[config.mk]
export PLATFORM = sky130hd
export DESIGN_NAME = page_frame_allocator
export DESIGN_NICKNAME = d
export VERILOG_FILES = /design/src/rtl/pfa_pkg.sv /design/src/rtl/pfa_stack.sv /design/src/rtl/page_frame_allocator.sv
export SDC_FILE = /design/constraint.sdc
export NUM_CORES = 2
export LEC_CHECK = 0
export BUFFER_PORTS_ARGS = -buffer_cell sky130_fd_sc_hd__buf_4
export CAP_MARGIN = 20
export CORE_MARGIN = 4
export CORE_UTILIZATION = 55
export DETAILED_ROUTE_END_ITERATION = 8
export PLACE_DENSITY = 0.74
export SLEW_MARGIN = 20
export SYNTH_ARGS = -nofsm -noshare
export SYNTH_HDL_FRONTEND = slang
export SYNTH_HIERARCHICAL = 1
export SYNTH_SLANG_ARGS = --single-unit
[constraint.sdc]
create_clock -name clk -period 23.7 [get_ports clk]
set_input_delay 2.37 -clock clk [delete_from_list [all_inputs] [get_ports clk]]
set_output_delay 2.37 -clock clk [all_outputs]
set_load 0.05 [all_outputs]
[src/rtl/pfa_pkg.sv]
// shared types and codes for the page frame allocator
package pfa_pkg;

  // request kinds carried on in_tuser
  localparam logic KIND_ALLOC = 1'b0;
  localparam logic KIND_FREE  = 1'b1;

  // configuration register indexes
  localparam int unsigned CFG_IDX_BITS = 1;
  localparam logic [CFG_IDX_BITS-1:0] REG_START_PAGE = 1'b0;
  localparam logic [CFG_IDX_BITS-1:0] REG_END_PAGE   = 1'b1;

  // result status codes
  typedef enum logic [1:0] {
    ST_OK        = 2'd0,
    ST_EXHAUSTED = 2'd1,
    ST_BAD_FREE  = 2'd2,
    ST_FULL      = 2'd3
  } status_t;

  // commands into the recycle stack
  typedef struct packed {
    logic push;
    logic pop;
    logic clear;
  } stack_ctrl_t;

  // flags out of the recycle stack
  typedef struct packed {
    logic empty;
    logic full;
    logic dup;
  } stack_flags_t;

endpackage

[src/rtl/pfa_stack.sv]
// recycle stack: shifting register stack with a match compare per entry
module pfa_stack #(
  parameter int unsigned PAGE_NUM_BITS = 24,
  parameter int unsigned RECYCLE_DEPTH = 64
) (
  input  logic                      clk,
  input  logic                      rst_n,
  input  pfa_pkg::stack_ctrl_t      ctrl,
  input  logic [PAGE_NUM_BITS-1:0]  push_page,
  input  logic [PAGE_NUM_BITS-1:0]  probe_page,
  output logic [PAGE_NUM_BITS-1:0]  top_page,
  output pfa_pkg::stack_flags_t     flags
);

  localparam int unsigned CNT_BITS = $clog2(RECYCLE_DEPTH + 1);

  // entry 0 is the top of the stack
  logic [PAGE_NUM_BITS-1:0] entry_r   [RECYCLE_DEPTH];
  logic [PAGE_NUM_BITS-1:0] entry_nxt [RECYCLE_DEPTH];
  logic [CNT_BITS-1:0]      count_r;
  logic [CNT_BITS-1:0]      count_nxt;
  logic [RECYCLE_DEPTH-1:0] hit;

  always_comb begin
    for (int i = 0; i < RECYCLE_DEPTH; i++) begin
      hit[i] = (CNT_BITS'(i) < count_r) && (entry_r[i] == probe_page);
    end
  end

  assign top_page    = entry_r[0];
  assign flags.empty = (count_r == '0);
  assign flags.full  = (count_r == CNT_BITS'(RECYCLE_DEPTH));
  assign flags.dup   = |hit;

  always_comb begin
    for (int i = 0; i < RECYCLE_DEPTH; i++) begin
      entry_nxt[i] = entry_r[i];
      if (ctrl.push) begin
        entry_nxt[i] = (i == 0) ? push_page : entry_r[(i == 0) ? 0 : i - 1];
      end else if (ctrl.pop) begin
        entry_nxt[i] = (i == RECYCLE_DEPTH - 1) ? entry_r[i]
                                                : entry_r[(i == RECYCLE_DEPTH - 1) ? i : i + 1];
      end
    end
  end

  always_comb begin
    priority if (ctrl.clear) begin
      count_nxt = '0;
    end else if (ctrl.push) begin
      count_nxt = count_r + CNT_BITS'(1);
    end else if (ctrl.pop) begin
      count_nxt = count_r - CNT_BITS'(1);
    end else begin
      count_nxt = count_r;
    end
  end

  always_ff @(posedge clk) begin
    if (!rst_n) begin
      count_r <= '0;
    end else begin
      count_r <= count_nxt;
    end
  end

  always_ff @(posedge clk) begin
    for (int i = 0; i < RECYCLE_DEPTH; i++) begin
      entry_r[i] <= entry_nxt[i];
    end
  end

endmodule

[src/rtl/page_frame_allocator.sv]
// page frame allocator top level: request register, decision logic, result register
//
//  channel | ports              | tdata            | tuser
//  --------+--------------------+------------------+-----------------
//  request | in_tvalid/tready   | page             | kind
//  result  | out_tvalid/tready  | page_out         | status
//  config  | cfg_we/index/wdata | register value   | -
//
// one request per cycle sustained while results are taken; a request waits in the
// request register, and its result enters the result register when it moves on;
// the duplicate check is one parallel compare over all recycle stack entries
// reset (synchronous, rst_n low) empties the stack and clears cursor and bounds
// a stalled result holds the result register; the request register keeps taking
// a transfer whenever its item moves on in the same cycle
module page_frame_allocator #(
  parameter int unsigned PAGE_NUM_BITS = 24,
  parameter int unsigned RECYCLE_DEPTH = 64
) (
  input  logic                               clk,
  input  logic                               rst_n,
  // request channel
  input  logic                               in_tvalid,
  output logic                               in_tready,
  input  logic [((PAGE_NUM_BITS+7)/8)*8-1:0] in_tdata,   // [PAGE_NUM_BITS-1:0] page
  input  logic                               in_tuser,   // [0] kind
  // result channel
  output logic                               out_tvalid,
  input  logic                               out_tready,
  output logic [((PAGE_NUM_BITS+7)/8)*8-1:0] out_tdata,  // [PAGE_NUM_BITS-1:0] page_out
  output logic [1:0]                         out_tuser,  // [1:0] status
  // configuration write port
  input  logic                               cfg_we,
  input  logic [pfa_pkg::CFG_IDX_BITS-1:0]   cfg_index,
  input  logic [PAGE_NUM_BITS-1:0]           cfg_wdata
);

  localparam int unsigned DATA_BITS = ((PAGE_NUM_BITS + 7) / 8) * 8;

  // request register
  logic                     req_valid_r;
  logic                     req_kind_r;
  logic [PAGE_NUM_BITS-1:0] req_page_r;

  // allocator state
  logic [PAGE_NUM_BITS-1:0] cursor_r;
  logic [PAGE_NUM_BITS-1:0] cursor_nxt;
  logic [PAGE_NUM_BITS-1:0] end_page_r;

  // result register
  logic                     res_valid_r;
  logic [PAGE_NUM_BITS-1:0] res_page_r;
  pfa_pkg::status_t         res_status_r;

  logic                     fire;
  logic [PAGE_NUM_BITS-1:0] dec_page;
  pfa_pkg::status_t         dec_status;
  pfa_pkg::stack_ctrl_t     stk_ctrl;
  pfa_pkg::stack_flags_t    stk_flags;
  logic [PAGE_NUM_BITS-1:0] stk_top;

  // the request moves on when the result register is free or being drained
  assign fire      = req_valid_r && (!res_valid_r || out_tready);
  assign in_tready = !req_valid_r || fire;

  pfa_stack #(
    .PAGE_NUM_BITS (PAGE_NUM_BITS),
    .RECYCLE_DEPTH (RECYCLE_DEPTH)
  ) u_stack (
    .clk        (clk),
    .rst_n      (rst_n),
    .ctrl       (stk_ctrl),
    .push_page  (req_page_r),
    .probe_page (req_page_r),
    .top_page   (stk_top),
    .flags      (stk_flags)
  );

  // decision for the request in the request register
  always_comb begin
    dec_page       = '0;
    dec_status     = pfa_pkg::ST_OK;
    cursor_nxt     = cursor_r;
    stk_ctrl.push  = 1'b0;
    stk_ctrl.pop   = 1'b0;
    // writing start_page restarts the allocator with an empty stack
    stk_ctrl.clear = cfg_we && (cfg_index == pfa_pkg::REG_START_PAGE);
    if (req_kind_r == pfa_pkg::KIND_ALLOC) begin
      priority if (!stk_flags.empty) begin
        // most recently freed page first
        dec_page     = stk_top;
        stk_ctrl.pop = fire;
      end else if (cursor_r >= end_page_r) begin
        dec_status = pfa_pkg::ST_EXHAUSTED;
      end else begin
        dec_page   = cursor_r;
        cursor_nxt = cursor_r + PAGE_NUM_BITS'(1);
      end
    end else begin
      priority if ((req_page_r >= cursor_r) || stk_flags.dup) begin
        // never handed out, or already on the stack
        dec_status = pfa_pkg::ST_BAD_FREE;
      end else if (stk_flags.full) begin
        dec_status = pfa_pkg::ST_FULL;
      end else begin
        stk_ctrl.push = fire;
      end
    end
  end

  // request register
  always_ff @(posedge clk) begin
    if (!rst_n) begin
      req_valid_r <= 1'b0;
    end else if (in_tready) begin
      req_valid_r <= in_tvalid;
    end
  end

  always_ff @(posedge clk) begin
    if (in_tready && in_tvalid) begin
      req_kind_r <= in_tuser;
      req_page_r <= in_tdata[PAGE_NUM_BITS-1:0];
    end
  end

  // cursor and bound
  always_ff @(posedge clk) begin
    if (!rst_n) begin
      cursor_r   <= '0;
      end_page_r <= '0;
    end else begin
      if (cfg_we && (cfg_index == pfa_pkg::REG_START_PAGE)) begin
        cursor_r <= cfg_wdata;
      end else if (fire) begin
        cursor_r <= cursor_nxt;
      end
      if (cfg_we && (cfg_index == pfa_pkg::REG_END_PAGE)) begin
        end_page_r <= cfg_wdata;
      end
    end
  end

  // result register
  always_ff @(posedge clk) begin
    if (!rst_n) begin
      res_valid_r <= 1'b0;
    end else if (fire) begin
      res_valid_r <= 1'b1;
    end else if (out_tready) begin
      res_valid_r <= 1'b0;
    end
  end

  always_ff @(posedge clk) begin
    if (fire) begin
      res_page_r   <= dec_page;
      res_status_r <= dec_status;
    end
  end

  assign out_tvalid = res_valid_r;
  assign out_tdata  = DATA_BITS'(res_page_r);
  assign out_tuser  = res_status_r;

endmodule

==> impl_metrics.py <==
metrics = {
    "run_status": {
        "status": "finished, final reports clean",
    },
    "sta": {
        "max_freq_ghz": 0.09256,
        "clock_skew_ns": 0.02740,
        "transition_time_of_the_tightest_slew_check_pin_ns": 1.214,
        "fin_ws_ns": 12.90,
        "max_slew_margin": 0.1906,
        "final_period_minus_worst_setup_slack_ns": 10.80,
        "finalSetupTns_ns": 0,
        "grt_setup_unrepaired": "no",
        "hold_viol": 0,
        "finalMaxSlewViolations": 0,
        "min_period_over_period": 0.4558,
        "setup_viol_count_final": 0,
    },
    "min_path": {
        "min_path_type": "reg -> reg",
    },
    "power_and_ir_drop": {
        "swShare": 0.2433,
        "power_per_unit_of_standard_cell_area_nw_per_um2": 70.45,
        "power.switching_mw": 1.657,
        "clock_power_share": 0.408,
        "vdd_ir_drop_max_v": 0.00007267,
        "share_comb_of_total_power": 0.093,
        "cell_internal_pwr_mw": 5.154,
        "share_seq_of_total_power": 0.500,
        "p_leak_nw": 31.35,
    },
    "logic_synthesis": {
        "syn_area_per_cell_um2": 14.29,
        "synthesis.instances": 6214,
        "synth-main-ff-cell": "sky130_fd_sc_hd__edfxtp_1",
        "seq_area_frac_synth": 0.5495,
        "cells_taking_the_most_area_after_synthesis": "sky130_fd_sc_hd__edfxtp_1 54%, sky130_fd_sc_hd__mux2_2 19%, sky130_fd_sc_hd__xor2_1 11%",
        "synth_seq_cells": 1644,
        "syn_nets": 6322,
        "synth_enable_flop_cells": 1587,
        "netlist_area_um2": 88800,
        "area_share_of_the_largest_cell_type_after_synthesis": 0.5367,
        "yosysWarnings": 6,
        "ys_async_sr_fraction": 0,
        "synthDominantAreaCellType": "sky130_fd_sc_hd__edfxtp_1",
        "count_of_distinct_cell_types_in_the_synthesized_netlist": 72,
    },
    "worst_setup_path": {
        "worst-path-max-fanout": 84,
        "timing.critical_path.required_ns": 24.13,
        "critPathArrivalTime_ns": 11.23,
        "launching_element_type_of_the_critical_path": "flip-flop",
        "timing.critical_path.to_type": "flip-flop",
        "critPathKind": "reg -> reg",
    },
    "floorplan": {
        "number_of_rows_in_the_core_area": 147,
        "design.die.area_um2": 167900,
        "die_width_um": 409.8,
        "pin_count": 83,
        "core-area_um2": 160600,
        "initial_utilization": 0.5530,
        "dieHeight_um": 409.8,
    },
    "drt": {
        "drt-initial-drc-count": 7583,
        "detailroute.via_count": 54730,
        "post_drt_wl_per_cell_um": 30.71,
        "route.detailed.vias_per_inst": 6.454,
        "remaining_drc_errors": 0,
        "drtAntennaViolNets": 0,
        "dr.pass1.iters": 5,
        "route.final.wire_length_mm": 260.4,
    },
    "clock_tree": {
        "clk_latency_ns": 0.83,
        "cts.reportedPaths.clkPinSlew_ns": 0.06,
        "cts_tree": "yes",
        "cts-buffers-inserted": 175,
        "clock-sinks": 1644,
        "cts_hold_repair.buffers": 0,
        "clock-root-buffer": "sky130_fd_sc_hd__clkbuf_16",
        "cts_resized": 0,
        "clock_tree.buffer_depth": 3,
        "htree_levels": 4,
        "post_cts_buffers": 0,
    },
    "place": {
        "post-place-ws_ns": 12.90,
        "port-buffer-count": 82,
        "gp_routability_congestion": 0.9655,
        "dpl.hpwl_mm": 176.8,
        "post_dp_cell_area_um2": 90890,
    },
    "cells_and_area": {
        "nNetsFinal": 6279,
        "layout.cells.most_common_list": "1587 x sky130_fd_sc_hd__edfxtp_1, 1512 x sky130_fd_sc_hd__mux2_2, 1138 x sky130_fd_sc_hd__xor2_1, 411 x sky130_fd_sc_hd__xnor2_1, 293 x sky130_fd_sc_hd__nor4_1",
        "syn2layout_area_growth_pct": 8.872,
        "layout.core_utilization": 0.6021,
        "layout_commonest_cell": "sky130_fd_sc_hd__edfxtp_1",
        "final_layout_size_suffix_gt1_frac": 0.3161,
        "stdcell_area_um2": 96670,
    },
    "global_routing": {
        "grt_use_met3": 0.05254,
        "globalRouteMet1Util": 0.4301,
        "grt_max_degree": 192,
        "via_count_of_the_first_global_routing_pass": 53020,
        "grt.met2_usage": 0.4510,
        "grt-busiest-layer": "met2",
        "grt_antenna_before_repair": 12,
        "overall_fraction_of_global_route_tracks_in_use": 0.3002,
        "grt_first_pass_wirelength_mm": 373.3,
        "global_route_congestion_overflow_total": 0,
    },
    "flow_run": {
        "number_of_max_cap_violations": 0,
    },
}
Yosys cell counts, types with 22 or more instances:
cell / count
sky130_fd_sc_hd__edfxtp_1: 1587
sky130_fd_sc_hd__mux2_2: 1512
sky130_fd_sc_hd__xor2_1: 1138
sky130_fd_sc_hd__xnor2_1: 411
sky130_fd_sc_hd__nor4_1: 307
sky130_fd_sc_hd__clkbuf_1: 188
sky130_fd_sc_hd__buf_4: 144
sky130_fd_sc_hd__nand4_1: 142
sky130_fd_sc_hd__nand2_1: 103
sky130_fd_sc_hd__nand3_1: 67
sky130_fd_sc_hd__dfxtp_1: 57
sky130_fd_sc_hd__nor3_1: 57
sky130_fd_sc_hd__inv_1: 55
sky130_fd_sc_hd__ha_1: 53
sky130_fd_sc_hd__buf_2: 40
sky130_fd_sc_hd__nor2_1: 37
sky130_fd_sc_hd__a21oi_1: 30
sky130_fd_sc_hd__o2111ai_1: 28
sky130_fd_sc_hd__a22o_1: 26
sky130_fd_sc_hd__buf_6: 26
sky130_fd_sc_hd__a21boi_0: 25
sky130_fd_sc_hd__o21ai_0: 22
cells by family (layout without fill, tap and decap cells):
group                    count (synthesis)  count (layout)  synth area share
buffers and inverters                  457             560           0.02817
other                                    0               2                 0
multiplexers                          1513            1513            0.1919
XOR/XNOR                              1549            1549            0.1528
AO/OA/AOI/OAI                          225             225           0.01998
flip-flops                            1644            1644            0.5495
adder cells (fa/ha/maj)                 53              53          0.007468
AND/OR/NAND/NOR                        773             773           0.05019
critical path, stage by stage (launching register included):
cell and delay (ns):
sky130_fd_sc_hd__edfxtp_1 0.32, sky130_fd_sc_hd__buf_4 0.44, sky130_fd_sc_hd__buf_4 0.76, sky130_fd_sc_hd__xor2_1 0.41
sky130_fd_sc_hd__nor2_1 0.10, sky130_fd_sc_hd__o311ai_1 0.23, sky130_fd_sc_hd__nor3_1 0.33, sky130_fd_sc_hd__nor4_1 0.91
sky130_fd_sc_hd__o2111ai_1 0.45, sky130_fd_sc_hd__or4_1 0.82, sky130_fd_sc_hd__a2111oi_0 0.39, sky130_fd_sc_hd__o21ai_0 0.15
sky130_fd_sc_hd__a31oi_1 0.26, sky130_fd_sc_hd__and4_4 0.90, sky130_fd_sc_hd__or2_4 0.91, sky130_fd_sc_hd__buf_4 0.93
sky130_fd_sc_hd__buf_4 0.90, sky130_fd_sc_hd__buf_4 0.96
state kept, by name (all words and copies together) (netlist names):
signal           cells
u_stack/entry_r   1536
cursor_r            24
end_page_r          24
out_tdata           24
req_page_r          24
u_stack/count_r      7
out_tuser            2
out_tvalid           1
req_kind_r           1
req_valid_r          1
final cells by class:
class / instances / area [um^2]
Antenna cell: 2 / 5.005
Clock inverter: 109 / 1106
Inverter: 56 / 210.2
Fill cell: 12430 / 63900
Timing Repair Buffer: 181 / 1637
Tap cell: 2160 / 2703
Sequential cell: 1644 / 48800
Multi-Input combinational cell: 4113 / 37600
Clock buffer: 214 / 4619
through the flow:
step | instances | power (mW) | hold WS [ns]
6_report | 8479 | 6.811 | 0.4699
5_1_grt | 8478 | 7.002 | 0.4830
4_1_cts | 8475 | 6.832 | 0.4684
3_5_place_dp | 8152 | 4.077 | 0.4599
3_3_place_gp | 8151 | 4.064 | 0.4500
2_1_floorplan | 6214 | 3.918 | 0.4435
routing by layer:
layer	vias to the layer above	wire length, um
met5	-	107
met4	16	12460
met3	550	23960
met2	3045	115900
met1	27970	107900
li1	23150	-
power groups by stage:
stage	sequential, mW	combinational (mW)	clock, mW
finish	3.40	0.630	2.78
global route	3.41	0.664	2.93
CTS	3.40	0.622	2.81
detailed placement	3.46	0.617	0
global placement	3.46	0.607	0
floorplan	3.46	0.457	0
final timing paths:
check | startpoint | cells after the start | end | slack [ns]
max | req_page_r[6] | 17 | u_stack/entry_r[1][723] | 12.90
max reg2reg | req_page_r[6] | 17 | u_stack/entry_r[1][723] | 12.90
min reg2reg | end_page_r[3] | 2 | end_page_r[3] | 0.47
min | end_page_r[3] | 2 | end_page_r[3] | 0.47
Note: power is estimated with default switching activity, not from simulation.
